File: src/frame_delta_packetizer_defines.svh
// Assertion macros for the frame delta packetizer RTL, used by fdp_back.
// Depends on a clock named clock and an active-high reset named reset.
`ifndef FRAME_DELTA_PACKETIZER_DEFINES_SVH
`define FRAME_DELTA_PACKETIZER_DEFINES_SVH

// check a property on every clock edge outside reset
`define FDP_ASSERT(lbl, prop, msg) \
   lbl: assert property (@(posedge clock) disable iff (reset) prop) else $error(msg);

// check a property on every clock edge, reset included
`define FDP_ASSERT_ALWAYS(lbl, prop, msg) \
   lbl: assert property (@(posedge clock) prop) else $error(msg);

`endif

File: src/fdp_pkg.sv
// Package for the frame delta packetizer: constants, command type, report size tables.
// Used by every module of the block; depends on nothing.
`timescale 1ns / 1ps
package fdp_pkg;
   localparam int FRAME_BYTES_DEF = 1024;
   localparam int MAX_PAYLOAD     = 128;
   localparam int CLEAN_LIMIT     = 4;
   localparam int HEADER_BYTES    = 4;
   localparam int IMG_WORDS       = 17;
   localparam int ADDR_W          = 16;
   localparam logic [7:0] SHADOW_RESET = 8'h55;
   localparam logic [10:0] FRAME_SIZE_RESET = 11'd1024;
   localparam logic [7:0]  REPORT_ID_RESET  = 8'd8;

   localparam logic OP_APPEND = 1'b0;
   localparam logic OP_FLUSH  = 1'b1;

   localparam logic [0:0] REG_FRAME_SIZE = 1'b0;
   localparam logic [0:0] REG_REPORT_ID  = 1'b1;

   typedef struct packed {
      logic              op;
      logic [7:0]        data;
      logic [ADDR_W-1:0] addr;
   } cmd_type;

   function automatic logic [2:0] size_index(input logic [7:0] len);
      logic [8:0] total;
      total = {1'b0, len} + 9'd4;
      if (total <= 9'd8) begin
         size_index = 3'd0;
      end else if (total <= 9'd12) begin
         size_index = 3'd1;
      end else if (total <= 9'd20) begin
         size_index = 3'd2;
      end else if (total <= 9'd36) begin
         size_index = 3'd3;
      end else if (total <= 9'd68) begin
         size_index = 3'd4;
      end else begin
         size_index = 3'd5;
      end
   endfunction

   function automatic logic [4:0] size_words(input logic [2:0] idx);
      case (idx)
         3'd0: size_words = 5'd1;
         3'd1: size_words = 5'd2;
         3'd2: size_words = 5'd3;
         3'd3: size_words = 5'd5;
         3'd4: size_words = 5'd9;
         default: size_words = 5'd17;
      endcase
   endfunction
endpackage

File: src/fdp_cmd_fifo.sv
// Command queue between front and back of the frame delta packetizer.
// Four-entry FIFO of cmd_type; uses fdp_pkg.
`timescale 1ns / 1ps
module fdp_cmd_fifo
   import fdp_pkg::*;
(
   input  logic    clock,
   input  logic    reset,
   input  logic    push,
   input  cmd_type cmd_in,
   output logic    full,
   input  logic    pop,
   output cmd_type cmd_out,
   output logic    empty
);
   cmd_type    mem_ff [4];
   logic [1:0] wp_ff, rp_ff;
   logic [2:0] cnt_ff;

   assign full    = cnt_ff == 3'd4;
   assign empty   = cnt_ff == 3'd0;
   assign cmd_out = mem_ff[rp_ff];

   always_ff @(posedge clock) begin
      if (push && !full) begin
         mem_ff[wp_ff] <= cmd_in;
      end
      if (reset) begin
         wp_ff  <= 2'd0;
         rp_ff  <= 2'd0;
         cnt_ff <= 3'd0;
      end else begin
         if (push && !full) begin
            wp_ff <= wp_ff + 2'd1;
         end
         if (pop && !empty) begin
            rp_ff <= rp_ff + 2'd1;
         end
         cnt_ff <= cnt_ff + 3'(push && !full) - 3'(pop && !empty);
      end
   end
endmodule

File: config.mk
export PLATFORM = sky130hd
export DESIGN_NAME = fdp_cmd_fifo
export DESIGN_NICKNAME = d
export VERILOG_FILES = /design/src/frame_delta_packetizer_defines.svh /design/src/fdp_pkg.sv /design/src/fdp_cmd_fifo.sv
export SDC_FILE = /design/constraint.sdc
export NUM_CORES = 1
export LEC_CHECK = 0
export BUFFER_PORTS_ARGS = -buffer_cell sky130_fd_sc_hd__buf_4
export CORE_ASPECT_RATIO = 1.75
export CORE_MARGIN = 3
export CORE_UTILIZATION = 45
export CTS_CLUSTER_SIZE = 14
export DETAILED_ROUTE_END_ITERATION = 16
export PLACE_DENSITY = 0.72
export SLEW_MARGIN = 5
export SYNTH_ARGS = -nofsm -noshare
export SYNTH_HDL_FRONTEND = slang
export SYNTH_SLANG_ARGS = --single-unit
File: constraint.sdc
create_clock -name clock -period 2.05 [get_ports clock]
set_input_delay 0.1025 -clock clock [delete_from_list [all_inputs] [get_ports clock]]
set_output_delay 0.1025 -clock clock [all_outputs]
set_load 0.02 [all_outputs]
==> results of run 1 <==
[repair_timing]
action                                 in CTS  in global routing
setup endpoints to repair                   1                  1
endpoints found under the hold margin     108                  0
resized for setup                           2                  8
pin swaps                                   0                  6
buffers inserted                            0                  1
hold buffers                               26                  0
[layer usage]
| layer | part of all wire, % | track usage (%) |
|---|---|---|
| met5 | 0 | 0 |
| met4 | 2.1 | 6.81 |
| met3 | 3.6 | 4.22 |
| met2 | 56 | 24.8 |
| met1 | 38 | 15.7 |
[sequential cells by signal, summed over array words and instances, names as in the netlist, named ones only]
name and cells:
mem_ff 100, cnt_ff 3, rp_ff 2, wp_ff 2
[where the power goes]
part | total [uW] | switching (uW) | leakage (uW) | internal [uW]
Clock | 1730 | 680 | 0.000152 | 1050
Sequential | 2790 | 98.8 | 0.000992 | 2690
Combinational | 1800 | 888 | 0.000727 | 913
Total | 6320 | 1670 | 0.00187 | 4650
[cell type report]
class	count	area, um^2
Fill cell	667	3430
Sequential cell	109	3200
Multi-Input combinational cell	58	882
Timing Repair Buffer	91	798
Clock buffer	9	225
Tap cell	117	146
Clock inverter	6	78.8
Inverter	8	30.0
[how the worst min path moves through the flow]
stage / start / to
floorplan: cmd_in[0] / mem_ff[0][0]
global placement: cmd_in[21] / mem_ff[0][21]
detailed placement: cmd_in[20] / mem_ff[3][20]
CTS: pop / flip-flop
global route: pop / flip-flop
finish: push / wp_ff[0]
[Yosys cell counts]
| library cell | number | area share (%) |
|---|---|---|
| nor2_1 | 4 | 0.36 |
| xnor2_1 | 2 | 0.42 |
| nand2_1 | 1 | 0.091 |
| o31ai_2 | 1 | 0.30 |
| mux4_1 | 3 | 1.9 |
| mux4_2 | 22 | 12 |
| and2_1 | 4 | 0.61 |
| buf_12 | 2 | 0.97 |
| buf_2 | 2 | 0.24 |
| nand2b_1 | 2 | 0.30 |
| buf_6 | 1 | 0.27 |
| edfxtp_1 | 100 | 73 |
| ha_1 | 6 | 1.8 |
| a21oi_1 | 2 | 0.24 |
| or3_1 | 2 | 0.30 |
| mux2i_1 | 1 | 0.24 |
| fa_1 | 1 | 0.49 |
| xor2_1 | 1 | 0.21 |
| o21ai_0 | 2 | 0.24 |
| nor3b_2 | 1 | 0.30 |
| nor3_2 | 1 | 0.24 |
| clkbuf_1 | 1 | 0.091 |
| clkbuf_2 | 1 | 0.12 |
| nor2b_1 | 2 | 0.30 |
| inv_1 | 8 | 0.73 |
| dfxtp_1 | 9 | 4.4 |
[per-stage QoR]
stage               utilization, %  std cells  setup WS, ns  setup TNS, ns
CTS                           60.6        397        0.0274              0
finish                        61.0        398        0.0377              0
global route                  61.0        398       -0.0540        -0.0540
detailed placement            54.0        356       -0.0359        -0.0359
global placement              54.0        356        0.0369              0
floorplan                        -        182        0.0145              0
[worst reg2reg max path: stages, from the launching register on]
cell,delay (ns)
dfxtp_4,0.36
nor3b_4,0.16
nor2_2,0.09
inv_1,0.05
ha_1,0.28
inv_2,0.05
ha_4,0.15
fa_2,0.37
xnor2_2,0.19
xnor2_1,0.13
nor2_1,0.06
[logic make-up after synthesis]
kind of cell / count (synthesis)
AO/OA/AOI/OAI: 5
XOR/XNOR: 3
adder cells (fa/ha/maj): 7
buffers and inverters: 15
flip-flops: 109
multiplexers: 26
AND/OR/NAND/NOR: 17
==> qor.yml, run 1 <==
core-area_mm2: 0.00878
setup_viol: 0
synth_adder_area_share_pct: 2.31
power_density_mw_per_mm2: 1180
synth_warnings: 0
crit_start: "cnt_ff[2]"
min_path_cells: 4
io_pins: 56
final_nets: 313
drtIter0Drc: 89
status: "finished clean"
timing.rr.start: "cnt_ff[2]"
synth_area_mm2: 0.00413
path_buf_inv: 2
hold_slack_ns: 0.149
num_rows: 45
critPathCapture: "cnt_ff[2]"
synth_top_family_by_area: "multiplexers"
crit_chain: "nor3b_4 > nor2_2 > inv_1 > ha_1 > inv_2 > ha_4 > fa_2 > xnor2_2 > xnor2_1 > nor2_1"
finalInstanceArea_mm2: 0.00536
dpl.hpwl_um: 4230
synthCells: 182
worstRegToRegCells: 10
yosysSeqAreaShare_pct: 77.2
layout_min_cycle_time_ns: 2.01
synth_xor_area_share_pct: 0.637
drv_cap: 0
crit_cells: 10
yosysUniqueCellTypes: 26
ant_nets: 0
maxSlewHeadroom_pct: 75.7
synth_compound_area_share_pct: 0.789
route.vias.total: 1961
grt_start_max_net_pins: 26
die_y_um: 133
worst_slew_pin_slew_ns: 0.364
port-buffer-count: 55
crit_path_max_incr_delay_ns: 0.37
cts_buffer_depth: 2
start_util_pct: 47.0
muxShareOfSynthArea_pct: 14.2
insertion_delay_ns: 0.34
grt_pass1_wl_um: 10800
htreeDepth: 3
gp_congestion: 0.661
rsz0062_at_grt: "yes"
track_usage_pct: 14.2
hold_violations: 0
numClockSinks: 109
cts_buffers: 9
final_cell_mix: "edfxtp_1 (100), buf_4 (61), dlygate4sd3_1 (26)"
syn_avg_cell_area_um2: 22.7
fmax_mhz: 497
leakagePower_uw: 0.00187
hold_path_class: "in -> reg"
critical_path_class: "reg -> reg"
cts_tree: "built"
synth_nets: 218
vias_per_cell: 4.93
area_growth_pct: 29.8
critPathMaxFanout: 4
overflow: 0
grt_pass1_vias: 2101
worstPathArrival_ns: 2.24
dpl_cell_area_mm2: 0.00474
setup.worst_path.end_class: "flip-flop"
rrSetupSlack_ns: 0.04
n_antenna_cell: 0
finalCritPeriodShare_pct: 98.2
skew_ns: 0.00571
cts-root-buf: "clkbuf_16"
final_layout_size_suffix_gt1_share_pct: 40.2
final_common_cell: "edfxtp_1"
antenna_found_initial: 0
post_drt_wl_per_cell_um: 16.9
ir_drop_uv: 715
drv_slew: 0
die_w_um: 78.4
ys_ff_latch: 109
slowest_stage: "fa_2"
r2r_end: "cnt_ff[2]"
worstPathRequired_ns: 2.28
yosys.area_share.simple_pct: 2.52
drc: 0
power_uw: 6320
clk_pin_slew_ns: 0.06
finalWirelength_um: 6740
firstDrtPassIters: 3
fp.dieArea_mm2: 0.0104
critical_path.top_delay_family: "adder cells"
start_kind: "flip-flop"
No activity file was read; power rests on OpenSTA's default activity.
==> inputs of run 2 (changes only) <==
--- a/config.mk
+++ b/config.mk
@@ -5,6 +5,7 @@
 export SDC_FILE = /design/constraint.sdc
 export NUM_CORES = 1
 export LEC_CHECK = 0
+export ABC_AREA = 1
 export BUFFER_PORTS_ARGS = -buffer_cell sky130_fd_sc_hd__buf_4
 export CORE_ASPECT_RATIO = 1.75
 export CORE_MARGIN = 3
==> run 2 against run 1 <==
Worst setup slack better by 0.094 ns. Critical path type unchanged. Final cell count is 32% higher. Sequential power is 2% higher. Highest routed layer unchanged. Combinational power is 14% higher. Clock skew is 0.00052 ns lower. Flip-flop and latch count stayed put. Total power is 5.5% higher. Global-route usage is 2.8 points higher. Sequential share of layout area is 1.6 points lower. First-iteration DRC count grew to 2.9 times the previous value. Core utilization is 1.4 points lower.
==> qor.yml, run 2 <==
yosysUniqueCellTypes: 18
dp_slack_ns: 0.135
cts_buffers: 9
largest_register: "mem_ff"
grt_pass1_vias: 2794
worstPathRequired_ns: 2.33
critical_path_class: "reg -> reg"
synthCells: 311
fp.dieArea_mm2: 0.0108
finalCritPeriodShare_pct: 93.6
setup.worst_path.end_class: "flip-flop"
route.vias.total: 2697
synth_warnings: 0
clk_pin_slew_ns: 0.06
gp_congestion: 0.772
htreeDepth: 3
port-buffer-count: 55
setup_tns_ns: 0
firstDrtPassIters: 4
dpl.hpwl_um: 5410
path_common_cell: "inv_1"
maxSlewHeadroom_pct: 64.0
yosysSeqAreaShare_pct: 74.1
insertion_delay_ns: 0.34
numClockSinks: 109
hold_slack_ns: 0.0588
synth_area_mm2: 0.00429
cts-root-buf: "clkbuf_16"
setup_viol: 0
slowest_stage: "fa_1"
synth_nets: 347
synth_flop_cell: "edfxtp_1"
skew_ns: 0.00519
start_kind: "flip-flop"
drtIter0Drc: 260
final_cell_mix: "edfxtp_1 (100), buf_4 (63), nor2_1 (59)"
crit_chain: "nor2_2 > nand2_2 > inv_1 > nor2_1 > ha_1 > inv_1 > ha_1 > fa_1 > inv_1 > nor2_1"
dp_cells: 484
largest_registers: "mem_ff: 100 flops, cnt_ff: 3 flops"
grt_pass1_wl_um: 13500
io_pins: 56
overflow: 0
synth.top_cell.area_share_pct: 70.0
drv_slew: 0
instances_no_fill: 526
layout_setup_ws_ns: 0.132
final_common_cell: "edfxtp_1"
fmax_mhz: 521
die_w_um: 79.8
synth_commonest_cells: "edfxtp_1 (100), nor2_1 (64), o21ai_1 (25), o22ai_1 (25), o21ai_2 (20)"
num_rows: 46
synth_most_common_cell: "edfxtp_1"
final_nets: 437
worst_slew_pin_slew_ns: 0.539
post_drt_wl_per_cell_um: 16.2
synth_edf_count: 100
critPathMaxFanout: 5
track_usage_pct: 17.0
largest_reg_flops: 100
fillCellCount: 734
grt_start_max_net_pins: 26
n_antenna_cell: 0
drc: 0
drv_cap: 0
layout_min_cycle_time_ns: 1.92
final_layout_size_suffix_gt1_share_pct: 28.1
ys_ff_latch: 109
finalWirelength_um: 8510
worstPathArrival_ns: 2.20
crit_path_max_incr_delay_ns: 0.51
hold_path_class: "in -> reg"
vias_per_cell: 5.13
synthArstFlopShare_pct: 0
yosys-top-cells-area: "edfxtp_1 (70%), nor2_1 (5.6%), dfxtp_1 (4.2%), o21ai_2 (4.1%), o22ai_1 (3.6%)"
antenna_found_initial: 0
status: "finished clean"
cts_tree: "built"
power_density_mw_per_mm2: 1220
die_y_um: 135
start_util_pct: 46.6
leakagePower_uw: 0.00204
core-area_mm2: 0.00921
area_growth_pct: 27.8
ir_drop_uv: 1050
syn_avg_cell_area_um2: 13.8
hold_violations: 0
ant_nets: 0
synth_largest_area_cell: "edfxtp_1"
post_cts_buffers: 0
rsz0062_at_grt: "no"
cts_buffer_depth: 2
[run 2: changes by cell type after synthesis, moves of 3 or more]
cell	previous run	this run
a21oi_1	2	5
and2_1	4	0
buf_4	0	5
buf_6	1	6
inv_1	8	18
mux4_1	3	0
mux4_2	22	0
nand2_1	1	12
nand3_1	0	4
nor2_1	4	64
o21ai_0	2	5
o21ai_1	0	25
o21ai_2	0	20
o22ai_1	0	25
[run 2: worst max-delay path: cells and delay by family, from the launching register on]
kind / cells / cell delay, ns
adder cells (fa/ha/maj): 3 / 0.97
buffers and inverters: 3 / 0.17
flip-flops: 1 / 0.33
AND/OR/NAND/NOR: 4 / 0.38
[run 2: kinds of logic (layout without fill, tap and decap cells)]
logic type | count (synthesis) | after routing | synth area share, %
AOI/OAI and AO/OA | 80 | 80 | 11.8
buffers and inverters | 35 | 130 | 4.72
and+or+nand+nor | 80 | 80 | 7.11
DFF | 109 | 109 | 74.1
adders and majority gates | 7 | 7 | 2.22
[run 2: per-stage QoR]
stage                     total power, uW  utilization (%)  area (um^2)
after floorplan                      4090                -         4290
after global placement               4800             53.2         4900
after detailed placement             4880             53.2         4900
after CTS                            6700             59.5         5480
after global routing                 6990             59.6         5490
final                                6670             59.6         5490
[run 2: final timing paths]
path | startpoint | end | slack [ns] | cells past startpoint
max reg2reg | cnt_ff[1] | cnt_ff[1] | 0.13 | 10
min | pop | rp_ff[0] | 0.06 | 3
max | cnt_ff[1] | cnt_ff[1] | 0.13 | 10
min reg2reg | rp_ff[0] | rp_ff[0] | 0.51 | 2
[run 2: per-layer routing]
layer	GRT usage, %	vias to the layer above	wire length [um]
li1	-	1306	-
met1	18.2	1322	3090
met2	30.2	51	4860
met3	4.06	18	344
met4	9.49	0	214
met5	0	-	0
[run 2: area by class of cell]
| class | instances | area [um^2] | share of cell area (%) |
|---|---|---|---|
| Sequential cell | 109 | 3180 | 58.1 |
| Multi-Input combinational cell | 167 | 925 | 16.9 |
| Timing Repair Buffer | 94 | 833 | 15.2 |
| Clock buffer | 9 | 225 | 4.11 |
| Tap cell | 120 | 150 | 2.74 |
| Clock inverter | 7 | 90.1 | 1.64 |
| Inverter | 20 | 77.6 | 1.41 |
[run 2: repair_timing]
action,4_1_cts,5_1_grt
hold buffers,26,0
endpoints found under the hold margin,102,0
gates resized for setup,0,3
endpoints found under the setup margin,0,2
[run 2: where the power goes]
part	internal, uW	switching, uW	total [uW]	leakage, uW
Combinational	801	1250	2050	0.000896
Clock	1060	720	1780	0.000151
Sequential	2720	122	2840	0.000990
Total	4580	2090	6670	0.00204
==> inputs of run 3 (changes only) <==
--- a/config.mk
+++ b/config.mk
@@ -9,10 +9,11 @@
 export BUFFER_PORTS_ARGS = -buffer_cell sky130_fd_sc_hd__buf_4
 export CORE_ASPECT_RATIO = 1.75
 export CORE_MARGIN = 3
-export CORE_UTILIZATION = 45
+export CORE_UTILIZATION = 50
 export CTS_CLUSTER_SIZE = 14
 export DETAILED_ROUTE_END_ITERATION = 16
-export PLACE_DENSITY = 0.72
+export PLACE_DENSITY = 0.78
+export SETUP_SLACK_MARGIN = 0.1
 export SLEW_MARGIN = 5
 export SYNTH_ARGS = -nofsm -noshare
 export SYNTH_HDL_FRONTEND = slang
==> run 3 against run 2 <==
Clock skew rose by 0.0023 ns. Clock power shrank 16%. Worst setup slack improved by 0.075 ns. Non-clock buffer count is 1 higher. Wire length is 5.0% lower. Sequential power about the same. Hold slack worse by 0.0063 ns. Combinational power down 2%.
==> qor.yml, run 3 (synthesized netlist as in run 2, its figures left out) <==
status: "finished clean"
crit_chain: "nor2_4 > nand2_2 > inv_2 > nor2_1 > ha_1 > inv_1 > ha_1 > fa_2 > inv_1 > nor2_1"
final_layout_size_suffix_gt1_share_pct: 28.0
start_util_pct: 51.6
final_nets: 438
min_path_cells: 3
vias_per_cell: 5.30
drv_cap: 0
rsz0062_at_grt: "no"
post_drt_wl_per_cell_um: 15.5
dp_slack_ns: 0.154
clockPowerShare_pct: 23.6
ant_nets: 0
core-area_mm2: 0.00831
gp_congestion: 0.824
worstRegToRegCells: 10
skew_ns: 0.00746
worstPathArrival_ns: 2.11
hold_start: "pop"
net-switching-power_uw: 2040
power_frac_comb_pct: 31.7
layout_min_cycle_time_ns: 1.84
critical_path.top_delay_family: "adder cells"
maxSlewHeadroom_pct: 58.3
crit_start: "cnt_ff[0]"
leakagePower_uw: 0.00200
num_rows: 44
route.vias.total: 2767
drv_slew: 0
firstDrtPassIters: 4
area_growth_pct: 25.6
die_y_um: 129
antenna_found_initial: 0
hold_slack_ns: 0.0525
ir_drop_uv: 797
setup.worst_path.end_class: "flip-flop"
fp.dieArea_mm2: 0.00978
io_pins: 56
power_density_mw_per_mm2: 1180
whs_endpoint: "rp_ff[0]"
critical_path_class: "reg -> reg"
crit_path_max_incr_delay_ns: 0.52
clk_pin_slew_ns: 0.06
grt_start_max_net_pins: 51
finalCritPeriodShare_pct: 89.9
dpl.hpwl_um: 5010
die_w_um: 76.0
grt_pass1_vias: 2716
numClockSinks: 109
drc: 0
path_buf_inv: 3
largest_registers: "mem_ff: 100 flops, cnt_ff: 3 flops"
final_cell_mix: "edfxtp_1 (100), buf_4 (68), nor2_1 (59)"
hold_violations: 0
critPathMaxFanout: 4
largest_reg_flops: 100
seqPwrFrac_pct: 44.6
drtIter0Drc: 235
finalWirelength_um: 8080
final_common_cell: "edfxtp_1"
track_usage_pct: 16.9
slowest_stage: "fa_2"
cts-root-buf: "clkbuf_16"
grt_pass1_wl_um: 12700
switching_share_pct: 32.1
cts_buffers: 9
hold_path_class: "in -> reg"
htreeDepth: 3
rrSetupSlack_ns: 0.21
timing.rr.start: "cnt_ff[0]"
fmax_mhz: 542
start_kind: "flip-flop"
setup_viol: 0
largest_register: "mem_ff"
n_antenna_cell: 0
insertion_delay_ns: 0.34
overflow: 0
cts_buffer_depth: 2
layout_setup_ws_ns: 0.206
cts_tree: "built"
worstPathRequired_ns: 2.32
r2r_end: "cnt_ff[1]"
port-buffer-count: 55
worst_slew_pin_slew_ns: 0.625
internal_power_uw: 4310
-- run 3: area by class of cell --
type,instances,area (um^2)
flip-flops and latches,109,3190
well taps,115,144
multi-input cells,167,932
fillers,579,2920
clock inverters,5,27.5
clock buffers,11,233
repair buffers,95,791
inverters,20,77.6
-- run 3: how the worst max path moves through the flow --
stage | endpoint | slack (ns) | cells after the start
finish | cnt_ff[1] | 0.21 | 10
global route | cnt_ff[1] | 0.09 | 10
CTS | cnt_ff[2] | 0.15 | 10
detailed placement | cnt_ff[2] | 0.15 | 10
global placement | cnt_ff[2] | 0.23 | 10
floorplan | mem_ff[1][0] | -0.08 | 4
-- run 3: per-layer routing --
layer  global-route usage (%)  share of wire, %  vias up
met5                        0                 0        -
met4                     9.71               2.4        0
met3                     3.08               4.7       16
met2                     30.5                55       95
met1                     18.7                38     1351
li1                         -                 -     1305
-- run 3: repair_timing --
item,4_1_cts,5_1_grt
endpoints found under the hold margin,102,0
hold buffers,26,0
endpoints found under the setup margin,0,2
gates resized for setup,0,8
setup buffers,0,1
-- run 3: power by group through the flow --
stage	Clock, uW	Combinational, uW	Sequential, uW
final	1500	2010	2830
after CTS	1510	1960	2820
after detailed placement	0	1910	2860
after floorplan	0	1250	2840
after global placement	0	1870	2850
after global routing	1590	2210	2860
-- run 3: metrics by stage --
stage | power (uW) | cells | cell area [um^2] | util [%] | TNS [ns]
detailed placement | 4780 | 479 | 4850 | 58.3 | 0
CTS | 6290 | 521 | 5370 | 64.6 | 0
finish | 6340 | 522 | 5390 | 64.9 | 0
global route | 6660 | 522 | 5390 | 64.9 | 0
floorplan | 4090 | 311 | 4290 | - | -7.74
global placement | 4720 | 479 | 4850 | 58.3 | 0
-- run 3: worst reg2reg max path, delay by kind of cell, from the launching register on --
kind	cells	cell delay, ns
DFF	1	0.34
and+or+nand+nor	4	0.32
buffers and inverters	3	0.15
adders and majority gates	3	0.98
